$ cat src/hw/rtl/vfc_pkg.sv
`timescale 1ns / 1ps

package vfc_pkg;

    localparam int COLOR_BITS = 8;
    localparam int COUNT_BITS = 12;
    localparam int REG_BITS   = 12;
    localparam int PIX_BITS   = 12;
    localparam int CHAN_BITS  = 8;
    localparam int CMP_BITS   = (COUNT_BITS > REG_BITS) ? COUNT_BITS : REG_BITS;

    localparam logic [CHAN_BITS-1:0] COLOR_MASK =
        CHAN_BITS'((1 << COLOR_BITS) - 1);

    // register indexes
    localparam int CFG_IDX_BITS = 2;
    localparam logic [CFG_IDX_BITS-1:0] CFG_H_ACTIVE = 2'd0;
    localparam logic [CFG_IDX_BITS-1:0] CFG_H_PORCH  = 2'd1;
    localparam logic [CFG_IDX_BITS-1:0] CFG_V_ACTIVE = 2'd2;
    localparam logic [CFG_IDX_BITS-1:0] CFG_V_PORCH  = 2'd3;

    localparam logic [REG_BITS-1:0] H_ACTIVE_RST = REG_BITS'(640);
    localparam logic [REG_BITS-1:0] H_PORCH_RST  = REG_BITS'(48);
    localparam logic [REG_BITS-1:0] V_ACTIVE_RST = REG_BITS'(480);
    localparam logic [REG_BITS-1:0] V_PORCH_RST  = REG_BITS'(33);

    // phase codes, shared by both machines
    localparam logic [1:0] PH_WAIT_LOW  = 2'd0;
    localparam logic [1:0] PH_WAIT_HIGH = 2'd1;
    localparam logic [1:0] PH_PORCH     = 2'd2;
    localparam logic [1:0] PH_ACTIVE    = 2'd3;

    typedef struct packed {
        logic                 hsync;
        logic                 vsync;
        logic [CHAN_BITS-1:0] red;
        logic [CHAN_BITS-1:0] green;
        logic [CHAN_BITS-1:0] blue;
    } sample_t;

    typedef struct packed {
        logic                 pixel_valid;
        logic                 frame_end;
        logic [PIX_BITS-1:0]  pixel_x;
        logic [PIX_BITS-1:0]  pixel_y;
        logic [CHAN_BITS-1:0] red;
        logic [CHAN_BITS-1:0] green;
        logic [CHAN_BITS-1:0] blue;
    } result_t;

    typedef struct packed {
        logic                    wen;
        logic [CFG_IDX_BITS-1:0] index;
        logic [REG_BITS-1:0]     wdata;
    } cfg_write_t;

endpackage

$ cat src/hw/rtl/vfc_sync_track.sv
`timescale 1ns / 1ps

module vfc_sync_track import vfc_pkg::*; (
    input  logic       aclk,
    input  logic       aresetn,
    input  cfg_write_t cfg,
    input  logic       accept,
    input  sample_t    sample,
    output result_t    result
);

    logic [REG_BITS-1:0]   h_active_len_reg;
    logic [REG_BITS-1:0]   h_porch_len_reg;
    logic [REG_BITS-1:0]   v_active_len_reg;
    logic [REG_BITS-1:0]   v_porch_len_reg;

    logic [1:0]            h_phase_reg, h_phase_next;
    logic [1:0]            v_phase_reg, v_phase_next;
    logic [COUNT_BITS-1:0] h_count_reg, h_count_next;
    logic [COUNT_BITS-1:0] v_count_reg, v_count_next;

    logic [COUNT_BITS-1:0] h_inc, v_inc;
    logic [REG_BITS-1:0]   h_len, v_len;
    logic                  h_hit, v_hit;
    logic                  v_step;
    logic                  done;

    always_ff @(posedge aclk) begin
        if (!aresetn) begin
            h_active_len_reg <= H_ACTIVE_RST;
            h_porch_len_reg  <= H_PORCH_RST;
            v_active_len_reg <= V_ACTIVE_RST;
            v_porch_len_reg  <= V_PORCH_RST;
        end else if (cfg.wen) begin
            unique case (cfg.index)
                CFG_H_ACTIVE: h_active_len_reg <= cfg.wdata;
                CFG_H_PORCH:  h_porch_len_reg  <= cfg.wdata;
                CFG_V_ACTIVE: v_active_len_reg <= cfg.wdata;
                CFG_V_PORCH:  v_porch_len_reg  <= cfg.wdata;
                default: ;
            endcase
        end
    end

    // one incrementer and compare per machine; phase picks the length
    assign h_inc = h_count_reg + COUNT_BITS'(1);
    assign v_inc = v_count_reg + COUNT_BITS'(1);
    assign h_len = (h_phase_reg == PH_PORCH) ? h_porch_len_reg : h_active_len_reg;
    assign v_len = (v_phase_reg == PH_PORCH) ? v_porch_len_reg : v_active_len_reg;
    assign h_hit = CMP_BITS'(h_inc) == CMP_BITS'(h_len);
    assign v_hit = CMP_BITS'(v_inc) == CMP_BITS'(v_len);

    always_comb begin
        h_phase_next = h_phase_reg;
        h_count_next = h_count_reg;
        v_step       = 1'b0;
        unique case (h_phase_reg)
            PH_WAIT_LOW: begin
                if (!sample.hsync) h_phase_next = PH_WAIT_HIGH;
            end
            PH_WAIT_HIGH: begin
                if (sample.hsync) begin
                    h_phase_next = PH_PORCH;
                    h_count_next = '0;
                    v_step       = 1'b1;
                end
            end
            PH_PORCH: begin
                h_count_next = h_inc;
                if (h_hit) begin
                    h_phase_next = PH_ACTIVE;
                    h_count_next = '0;
                end
            end
            default: begin
                // hold the count past the line end until the next hsync rise
                h_count_next = h_inc;
                if (h_hit) h_phase_next = PH_WAIT_LOW;
            end
        endcase
    end

    always_comb begin
        v_phase_next = v_phase_reg;
        v_count_next = v_count_reg;
        done         = 1'b0;
        if (v_step) begin
            unique case (v_phase_reg)
                PH_ACTIVE: begin
                    v_count_next = v_inc;
                    if (v_hit) begin
                        v_count_next = '0;
                        v_phase_next = PH_WAIT_LOW;
                    end
                end
                PH_WAIT_LOW: begin
                    if (!sample.vsync) v_phase_next = PH_WAIT_HIGH;
                end
                PH_WAIT_HIGH: begin
                    if (sample.vsync) begin
                        v_phase_next = PH_PORCH;
                        v_count_next = '0;
                    end
                end
                default: begin
                    v_count_next = v_inc;
                    if (v_hit) begin
                        v_phase_next = PH_ACTIVE;
                        v_count_next = '0;
                        done         = 1'b1;
                    end
                end
            endcase
        end
    end

    always_ff @(posedge aclk) begin
        if (!aresetn) begin
            h_phase_reg <= PH_WAIT_LOW;
            v_phase_reg <= PH_ACTIVE;
            h_count_reg <= '0;
            v_count_reg <= '0;
        end else if (accept) begin
            h_phase_reg <= h_phase_next;
            v_phase_reg <= v_phase_next;
            h_count_reg <= h_count_next;
            v_count_reg <= v_count_next;
        end
    end

    // the write is decided from the state before this sample's update
    always_comb begin
        result             = '0;
        result.frame_end   = done;
        if (h_phase_reg == PH_ACTIVE && v_phase_reg == PH_ACTIVE) begin
            result.pixel_valid = 1'b1;
            result.pixel_x     = PIX_BITS'(h_count_reg);
            result.pixel_y     = PIX_BITS'(v_count_reg);
            result.red         = sample.red & COLOR_MASK;
            result.green       = sample.green & COLOR_MASK;
            result.blue        = sample.blue & COLOR_MASK;
        end
    end

endmodule

$ cat src/hw/rtl/vga_frame_capture.sv
`timescale 1ns / 1ps

// VGA frame capture.
// Input stream: one VGA sample per transaction (sync levels and colour).
// Output stream: exactly one result per sample. m_tuser is high when the
// sample was an active pixel, with column, row and colour in m_tdata (all
// zero otherwise). m_tlast pulses on the sample that ends the vertical
// back porch, i.e. one frame has completed.
// The result for a sample is in the output register in the cycle after
// its transaction. The block takes one sample per cycle while the
// receiver takes results. When the receiver stalls, the output register
// holds its result and s_tready drops until it is taken; s_tready stays
// high while the output register is empty or draining.
// Reset (aresetn low, synchronous) restores the default 640x480 timing
// lengths, puts the horizontal machine into waiting for hsync low and the
// vertical machine into active lines at row 0, and empties the output.
// Row 0 of the first frame after reset is not captured.
// Timing lengths must be written through the cfg port while the stream
// idles; the user is bound by this, the block does not enforce it.

module vga_frame_capture import vfc_pkg::*; (
    input  logic                    aclk,
    input  logic                    aresetn,
    input  logic                    cfg_wen,
    input  logic [CFG_IDX_BITS-1:0] cfg_index,
    input  logic [REG_BITS-1:0]     cfg_wdata,
    input  logic                    s_tvalid,
    output logic                    s_tready,
    // hsync, vsync, red_in, green_in, blue_in, zero fill
    input  logic [31:0]             s_tdata,
    output logic                    m_tvalid,
    input  logic                    m_tready,
    // pixel_x, pixel_y, red_out, green_out, blue_out
    output logic [47:0]             m_tdata,
    // pixel_valid
    output logic                    m_tuser,
    // frame_end
    output logic                    m_tlast
);

    cfg_write_t cfg;
    sample_t    sample;
    result_t    result;
    result_t    out_reg;
    logic       out_valid_reg;
    logic       accept;

    assign cfg.wen   = cfg_wen;
    assign cfg.index = cfg_index;
    assign cfg.wdata = cfg_wdata;

    assign sample.hsync = s_tdata[0];
    assign sample.vsync = s_tdata[1];
    assign sample.red   = s_tdata[9:2];
    assign sample.green = s_tdata[17:10];
    assign sample.blue  = s_tdata[25:18];

    assign s_tready = !out_valid_reg || m_tready;
    assign accept   = s_tvalid && s_tready;

    vfc_sync_track u_track (
        .aclk    (aclk),
        .aresetn (aresetn),
        .cfg     (cfg),
        .accept  (accept),
        .sample  (sample),
        .result  (result)
    );

    always_ff @(posedge aclk) begin
        if (!aresetn) begin
            out_valid_reg <= 1'b0;
        end else if (s_tready) begin
            out_valid_reg <= s_tvalid;
        end
    end

    always_ff @(posedge aclk) begin
        if (accept) out_reg <= result;
    end

    assign m_tvalid = out_valid_reg;
    assign m_tuser  = out_reg.pixel_valid;
    assign m_tlast  = out_reg.frame_end;
    assign m_tdata  = {out_reg.blue, out_reg.green, out_reg.red,
                       out_reg.pixel_y, out_reg.pixel_x};

endmodule

$ cat config.mk
export PLATFORM = sky130hd
export DESIGN_NAME = vga_frame_capture
export DESIGN_NICKNAME = d
export VERILOG_FILES = /design/src/hw/rtl/vfc_pkg.sv /design/src/hw/rtl/vfc_sync_track.sv /design/src/hw/rtl/vga_frame_capture.sv
export SDC_FILE = /design/constraint.sdc
export NUM_CORES = 1
export LEC_CHECK = 0
export ABC_AREA = 1
export BUFFER_PORTS_ARGS = -buffer_cell sky130_fd_sc_hd__buf_2
export CORE_ASPECT_RATIO = 1.25
export CORE_UTILIZATION = 50
export DETAILED_ROUTE_END_ITERATION = 16
export PLACE_DENSITY = 0.7
export SETUP_SLACK_MARGIN = 0.3
export SLEW_MARGIN = 20
export SYNTH_ARGS = -nofsm -noshare
export SYNTH_HDL_FRONTEND = slang
export SYNTH_SLANG_ARGS = --single-unit
$ cat constraint.sdc
create_clock -name aclk -period 3.3 [get_ports aclk]
set_input_delay 0.33 -clock aclk [delete_from_list [all_inputs] [get_ports aclk]]
set_output_delay 0.33 -clock aclk [all_outputs]
set_load 0.02 [all_outputs]
# Word level (Yosys, flattened, before mapping)

Index checks and enable logic that the tools add are counted.
Widths: inputs -> output; s select.

Divide/modulo/power cells: 0
Reduce and logical (&&, ||, !) cells: 18
$add $sub $neg: 2
Eq/ne operators: 17
Multiplexer cells: 22
Bitwise gates (word level): 3
Multiply operators: 0
Shift-type cells: 0
$lt $le $gt $ge: 0

Operators with widths:

| kind                  | number |
|---|---|
| $mux 12               | 6 |
| $pmux 12 s3           | 1 |
| $add 12x1->12 const B | 2 |
| $eq 12x12->1          | 2 |
| $pmux 12 s2           | 1 |
| $mux 2                | 8 |
| $eq 2x2->1 const B    | 6 |
| $pmux 2 s3            | 2 |
| $ne 2x2->1 const B    | 4 |
| $reduce_and 2->1      | 4 |
| $eq 2x1->1 const B    | 3 |
| $logic_not 2->1       | 3 |
| $reduce_and 6->1      | 1 |
| $reduce_bool 3->1     | 2 |
| $reduce_and 5->1      | 1 |
| $mux 1                | 4 |
| $ne 2x1->1 const B    | 2 |
| $reduce_and 4->1      | 1 |
| $reduce_or 4->1       | 1 |
| $not 1->1             | 3 |
| $reduce_and 3->1      | 1 |
| $logic_and 1x1->1     | 2 |
| $logic_not 1->1       | 1 |
| $logic_or 1x1->1      | 1 |

Output and inout bits: 52
Register bits: 127
Memories kept: 0
Bits in read-only memories: 0
Input port bits: 51
Latch bits: 0
Memory bits (writable): 0
Logic and storage cells: 78

# Longest topological paths before layout

Gate-level depths: netlist of the first run.

Word-level depth: 5
Depth in mapped cells: 18
Mapped depth without buffers: 15

# Cells and area by module

From an unflattened synthesis of the first run, not the netlist that was laid out.

Cell total of the unflattened synthesis: 853
Area, all modules: 6,377.4 um^2

By module, submodules not included:

| module            | times used | cells an instance | area each (um^2) | sequential area each (um^2) |
|---|---|---|---|---|
| vfc_sync_track    | 1          | 796               | 4,824.6          | 1,521.5 |
| vga_frame_capture | 1          | 57                | 1,552.7          | 1,521.5 |

# Least setup slack after synthesis of the first run

Ideal clock, no wire load.

Path kind: reg2reg
Start: register out_valid_reg, in the netlist m_tvalid
End: register u_track.v_count_reg[10]
Stages on the path, launching flop included: 9
Data arrival time: 2.766 ns
Setup slack: 0.401 ns
Path buffers: 1
Library setup time: 0.132 ns
Clock period less this slack: 2.899 ns
Data required time: 3.168 ns
Path through: dfxtp_1 > nand2_1 > nand2_1 > inv_1 > o2111ai_1 > or2_2 > clkbuf_1 > nand2_1 > a21oi_1

Longest elaborated chain between the ends: 4

RTL lines:

| item                              | line                    | text |
|---|---|---|
| start, declared                   | vga_frame_capture.sv:45 | `logic out_valid_reg;` |
| start signal, assigned            | vga_frame_capture.sv:74 | `out_valid_reg <= s_tvalid;` |
| $logic_not 1->1                   | vga_frame_capture.sv:58 | `assign s_tready = !out_valid_reg \|\| m_tready;` |
| $logic_or 1x1->1                  | vga_frame_capture.sv:58 |  |
| via s_tready                      | vga_frame_capture.sv:28 | `output logic s_tready,` |
| $logic_and 1x1->1                 | vga_frame_capture.sv:59 | `assign accept = s_tvalid && s_tready;` |
| via accept                        | vga_frame_capture.sv:46 | `logic accept;` |
| $reduce_and 4->1 (no source line) | n/a                     |  |
| end signal, assigned              | vfc_sync_track.sv:127   | `v_count_reg <= v_count_next;` |
| end, declared                     | vfc_sync_track.sv:20    | `logic [COUNT_BITS-1:0] v_count_reg, v_count_next;` |

The timed path passes the listed nets, and every way through them passes these cells.
A chain may end at the register's enable or synchronous reset.

# Worst setup path in the final report of the first run

Start: register u_track.v_phase_reg[0]
End: register u_track.v_phase_reg[1]

Longest elaborated chain between the ends: 5
Elaborated cells between the ends (all ways): 12
Those cells by class: eq/ne (7); mux (2); reduce/logical (3)

RTL lines:

| item                                                             | line                  | text |
|---|---|---|
| start, declared                                                  | vfc_sync_track.sv:18  | `logic [1:0] v_phase_reg, v_phase_next;` |
| start signal, assigned                                           | vfc_sync_track.sv:125 | `v_phase_reg <= v_phase_next;` |
| $eq 2x2->1                                                       | vfc_sync_track.sv:49  | `assign v_len = (v_phase_reg == PH_PORCH) ? v_porch_len_reg : v_active_len_reg;` |
| $mux 12                                                          | vfc_sync_track.sv:49  |  |
| $eq 12x12->1                                                     | vfc_sync_track.sv:51  | `assign v_hit = CMP_BITS'(v_inc) == CMP_BITS'(v_len);` |
| $ne 2x1->1 (no source line) or $reduce_bool 3->1 (tied branches) | n/a                   |  |
| $reduce_and 6->1 (no source line)                                | n/a                   |  |

Several ways; a longest one is shown, not always the timed one.

==> results of run 1 <==
[metal layers]
metal	part of all wire, %	global-route usage, %	up-vias
met2	46	34.9	169
met1	47	30.6	2362
li1	-	-	2769
met3	5.6	4.33	21
met5	0.066	0	-
met4	1.7	8.87	2
[logic make-up (layout without fill, tap and decap cells)]
kind of cell | Yosys count | after routing | share of synthesized area [%]
compound gates | 128 | 128 | 10.9
xor+xnor | 12 | 12 | 1.71
fa+ha+maj | 12 | 12 | 2.44
buf+inv | 141 | 247 | 9.24
flops | 127 | 127 | 49.4
simple gates | 383 | 383 | 26.4
[worst max-delay path: stages (launching register included)]
cell	delay, ns
dfxtp_1	0.38
inv_1	0.08
ha_1	0.33
buf_4	0.23
o21ai_0	0.27
nand3b_1	0.17
nand2_1	0.05
nor2_1	0.09
nand3_1	0.07
nor2_1	0.11
nand3_2	0.27
nand2_1	0.21
nand2_1	0.09
nand2_1	0.07
nand3_1	0.06
[where the power goes]
group | total [uW] | leakage (uW) | switching [uW] | internal (uW)
registers | 1720 | 0.00114 | 22.2 | 1690
logic | 334 | 0.00181 | 226 | 108
clock network | 2110 | 0.000316 | 692 | 1410
total | 4150 | 0.00326 | 941 | 3210
[per-stage QoR]
stage	instances	area (sq um)	setup WS, ns
after floorplan	803	6160	0.401
after global placement	1041	6760	0.743
after detailed placement	1041	6760	0.714
after CTS	1073	7430	0.693
after global routing	1073	7430	0.341
final	1073	7430	0.670
[Yosys cell counts, drive strengths merged]
cell type	number
a211oi	1
clkbuf	23
and3	1
buf	8
nand2	171
xnor2	5
inv	109
o21bai	1
clkinv	1
o21a	2
a21oi	52
dfxtp	77
or3	1
o211ai	3
nor3	5
ha	12
xor2	7
nand3b	7
nor2	122
or2	3
nand4	8
nand3	65
edfxtp	50
o21ai	68
o2111ai	1
[layout make-up]
class                      instances  area (sq um)  share of cell area, %
timing repair buffer             105           548                   7.38
clock inverter                    15           241                   3.25
multi-input combinational        535          2550                   34.3
inverter                         110           413                   5.56
clock buffer                      17           425                   5.73
sequential                       127          3040                   41.0
tap                              164           205                   2.76
[final timing paths]
path / startpoint / end / depth (start not counted)
worst max-delay path: u_track.v_phase_reg[0] / u_track.v_phase_reg[1] / 14
worst min register to register: u_track.v_active_len_reg[5] / u_track.v_active_len_reg[5] / 2
worst min-delay path: cfg_wdata[1] / u_track.v_porch_len_reg[1] / 3
worst max register to register: u_track.v_phase_reg[0] / u_track.v_phase_reg[1] / 14
==> results.sh, run 1 <==
export IMPL_rsz0062_at_grt="no"
export IMPL_holdWs_ns=0.206
export IMPL_synthCells=803
export IMPL_postCtsSetupRepairBufs=0
export IMPL_fill_cells=1120
export IMPL_hold_path_class="input port to flop"
export IMPL_antenna_cells_inserted=0
export IMPL_seq_area_frac_synth_pct=49.4
export IMPL_drv_slew=0
export IMPL_post_cts_resized=0
export IMPL_hpwlAfterDp_um=9470
export IMPL_final_hold_viol_count=0
export IMPL_core_region_area_sq_mm=0.0121
export IMPL_startpoint_type="flop"
export IMPL_start_util_pct=50.9
export IMPL_fin_skew_ns=0.00692
export IMPL_irDropWorstVdd_v=0.000320
export IMPL_dieArea_sq_mm=0.0128
export IMPL_drc=0
export IMPL_largest_register_ff_count=48
export IMPL_grt_total_usage_pct=22.4
export IMPL_antenna_left=0
export IMPL_fmax_mhz=380
export IMPL_antenna_found_initial=1
export IMPL_die_y_um=126
export IMPL_path_class="flop to flop"
export IMPL_setup_tns_ns=0
export IMPL_final_common_cell="nand2_1"
export IMPL_yosys_warnings=0
export IMPL_fin_nets=959
export IMPL_cts_made_buffers=17
export IMPL_via_per_inst=4.96
export IMPL_wl_um=13600
export IMPL_maxCapViolations=0
export IMPL_worst_pin_slew_ns=0.920
export IMPL_wl_per_cell_um=12.7
export IMPL_dr_pass1_iters=5
export IMPL_synth_top_area_share_pct=25.0
export IMPL_grt_pass1_vias=4733
export IMPL_synth_seq_cells=127
export IMPL_path_clk_slew_ns=0.06
export IMPL_setup_viol=0
export IMPL_yosysTopAreaCell="dfxtp_1"
export IMPL_clock_path_buffers=2
export IMPL_ios=103
export IMPL_synthTopCellsByArea="dfxtp_1 25%, edfxtp_1 24%, nand2_1 10%, nor2_1 7.2%, inv_1 6.5%"
export IMPL_worstSetupEndpointType="flop"
export IMPL_post_route_util_pct=61.4
export IMPL_syn_to_final_growth_pct=20.5
export IMPL_syn_area_per_cell_sq_um=7.68
export IMPL_die_w_um=101
export IMPL_drive_gt1_share_pct=16.7
export IMPL_fin_crit_sh_pct=79.7
export IMPL_worstPathArrival_ns=2.90
export IMPL_maxSlewHeadroom_pct=38.5
export IMPL_p_leak_uw=0.00326
export IMPL_final_cell_mix="168 x nand2_1, 118 x nor2_1, 106 x inv_1, 96 x buf_2, 77 x dfxtp_1"
export IMPL_syn_num_nets=866
export IMPL_grt_max_degree=54
export IMPL_post_route_min_period_ns=2.63
export IMPL_clk_latency_ns=0.41
export IMPL_synth_cell_type_count=35
export IMPL_htree_levels=4
export IMPL_cts_root_buf="clkbuf_16"
export IMPL_r2r_slack_ns=0.67
export IMPL_cts_tree="built"
export IMPL_crit_required_ns=3.57
export IMPL_path_max_fanout=13
export IMPL_initialDrtViolationCount=298
export IMPL_num_vias=5323
export IMPL_powerDensity_mw_per_mm2=559
export IMPL_synth_area_sq_mm=0.00616
export IMPL_holdBufCountCts=0
export IMPL_placementRows=45
export IMPL_status="finished clean"
export IMPL_gr_total_overflow=0
export IMPL_cts_sinks=127
export IMPL_grt_pass1_wl_um=22500
export IMPL_gp_congestion=0.877
export IMPL_portBuffers=96
export IMPL_p_total_uw=4150
No activity file was read; power rests on OpenSTA's default activity.
==> run 2, diff against run 1 <==
==> constraint.sdc (replaced) <==
create_clock -name aclk -period 2.5 [get_ports aclk]
set_input_delay 0.25 -clock aclk [delete_from_list [all_inputs] [get_ports aclk]]
set_output_delay 0.25 -clock aclk [all_outputs]
set_load 0.02 [all_outputs]
==> results.sh, run 2 (synthesis gave the netlist of run 1 again) <==
export IMPL_finish_instance_area_sq_mm=0.00769
export IMPL_pre_cts_ws_ns=0.281
export IMPL_final_common_cell="nand2_1"
export IMPL_startpoint_type="flop"
export IMPL_startpoint="u_track.v_phase_reg[0]"
export IMPL_dieArea_sq_mm=0.0128
export IMPL_critical_path_slowest_cell="dfxtp_4"
export IMPL_cts_root_buf="clkbuf_16"
export IMPL_antenna_cells_inserted=0
export IMPL_crit_required_ns=2.77
export IMPL_clkPwrFrac_pct=46.3
export IMPL_drive_gt1_share_pct=22.5
export IMPL_p_leak_uw=0.00331
export IMPL_setup_tns_ns=0
export IMPL_path_cells="inv_4 > ha_4 > clkbuf_16 > buf_4 > nand2_1 > o21a_1 > inv_1 > nand2_1 > nand3_1 > nor2_1 > nand3_2 > buf_4 > nand3b_1 > a21oi_1"
export IMPL_hpwlAfterDp_um=9540
export IMPL_cts_sinks=127
export IMPL_comb_power_share_pct=9.4
export IMPL_place_area_sq_mm=0.00685
export IMPL_drc=0
export IMPL_grt_total_usage_pct=22.6
export IMPL_p_sw_uw=1260
export IMPL_via_per_inst=5.00
export IMPL_irDropWorstVdd_v=0.000445
export IMPL_num_vias=5440
export IMPL_ios=103
export IMPL_fin_crit_sh_pct=83.1
export IMPL_dr_pass1_iters=5
export IMPL_drv_slew=0
export IMPL_worstSetupEndpointType="flop"
export IMPL_grt_pass1_wl_um=22500
export IMPL_setup_viol=0
export IMPL_cts_made_buffers=17
export IMPL_path_class="flop to flop"
export IMPL_htree_levels=4
export IMPL_power_frac_seq_pct=44.3
export IMPL_path_clk_slew_ns=0.06
export IMPL_setup_ws_ns=0.421
export IMPL_intPower_uw=3860
export IMPL_cts_tree="built"
export IMPL_fin_skew_ns=0.00756
export IMPL_fmax_mhz=481
export IMPL_antenna_found_initial=1
export IMPL_powerDensity_mw_per_mm2=666
export IMPL_r2r_end="u_track.v_count_reg[2]"
export IMPL_maxCapViolations=0
export IMPL_core_region_area_sq_mm=0.0121
export IMPL_gr_total_overflow=0
export IMPL_status="finished clean"
export IMPL_holdWs_ns=0.123
export IMPL_initialDrtViolationCount=307
export IMPL_start_util_pct=50.9
export IMPL_post_route_min_period_ns=2.08
export IMPL_placementRows=45
export IMPL_max_stage_delay_ns=0.36
export IMPL_die_w_um=101
export IMPL_final_cell_mix="161 x nand2_1, 114 x nor2_1, 103 x inv_1, 96 x buf_2, 68 x dfxtp_1"
export IMPL_wl_um=14100
export IMPL_endpoint="u_track.v_count_reg[2]"
export IMPL_portBuffers=96
export IMPL_grt_pass1_vias=4847
export IMPL_maxSlewHeadroom_pct=61.1
export IMPL_final_hold_viol_count=0
export IMPL_fin_nets=973
export IMPL_worst_r2r_cell_count=14
export IMPL_hold_path_class="input port to flop"
export IMPL_worst_pin_slew_ns=0.584
export IMPL_rsz0062_at_grt="no"
export IMPL_worstPathArrival_ns=2.35
export IMPL_r2r_start="u_track.v_phase_reg[0]"
export IMPL_fill_cells=1092
export IMPL_path_max_fanout=6
export IMPL_r2r_slack_ns=0.42
export IMPL_die_y_um=126
export IMPL_syn_to_final_growth_pct=24.7
export IMPL_largest_register_ff_count=48
export IMPL_clk_latency_ns=0.41
export IMPL_wl_per_cell_um=13.0
export IMPL_grt_max_degree=51
export IMPL_holdBufCountCts=0
export IMPL_antenna_left=0
export IMPL_switching_share_pct=24.6
export IMPL_clock_path_buffers=2
export IMPL_gp_congestion=0.876
[run 2: changes by cell type in the layout (fill, tap and decap cells not counted), moves of 7 or more]
cell     change
dfxtp_1      -9
dfxtp_2      +8
nand2_1      -7
o21ai_2      +7
buf_4        +9
o21ai_0     -11
[run 2: repair_timing]
action,in CTS,in global routing
setup endpoints to repair,17,29
gates cloned,0,3
pin swaps,0,12
setup buffers,0,4
gates resized for setup,5,53
[run 2: critical path, delay by kind of cell, from the launching register on]
kind,cells,cell delay (ns)
DFF,1,0.36
and+or+nand+nor,6,0.60
adders and majority gates,1,0.18
buffers and inverters,5,0.56
AOI/OAI and AO/OA,2,0.23
[run 2: layout make-up]
type,instances,area (sq um),area share (%)
clock inverters,15,148,1.92
flip-flops and latches,127,3060,39.8
clock buffers,17,425,5.53
well taps,164,205,2.67
repair buffers,119,731,9.50
multi-input cells,535,2700,35.1
inverters,110,428,5.57
[run 2: stage by stage]
step	instances	total power, uW	util (%)
2_1_floorplan	803	2610	-
3_3_place_gp	1048	2750	56.6
3_5_place_dp	1048	2760	56.6
4_1_cts	1080	5130	61.4
5_1_grt	1087	5300	63.5
6_report	1087	5120	63.5
[run 2: how the worst min path moves through the flow]
| stage | cells past startpoint | end | startpoint |
|---|---|---|---|
| CTS | 3 | u_track.v_porch_len_reg[1] | cfg_wdata[1] |
| floorplan | 2 | u_track.v_porch_len_reg[5] | cfg_wdata[5] |
| detailed placement | 2 | u_track.v_active_len_reg[5] | u_track.v_active_len_reg[5] |
| finish | 3 | u_track.h_active_len_reg[9] | cfg_wdata[9] |
| global placement | 2 | u_track.v_active_len_reg[5] | u_track.v_active_len_reg[5] |
| global route | 3 | u_track.h_active_len_reg[9] | cfg_wdata[9] |
[run 2: layer usage]
metal	GRT usage, %	share of wire (%)	vias up
met4	8.95	1.2	2
met3	4.55	6.2	16
met2	36.1	46	176
li1	-	-	2809
met5	0	0.078	-
met1	29.8	46	2437
[run 2: power groups by stage]
stage	clock [uW]	combinational [uW]	sequential (uW)
floorplan	0	249	2360
global placement	0	450	2300
detailed placement	0	453	2310
CTS	2410	456	2260
global route	2490	535	2280
finish	2370	479	2270
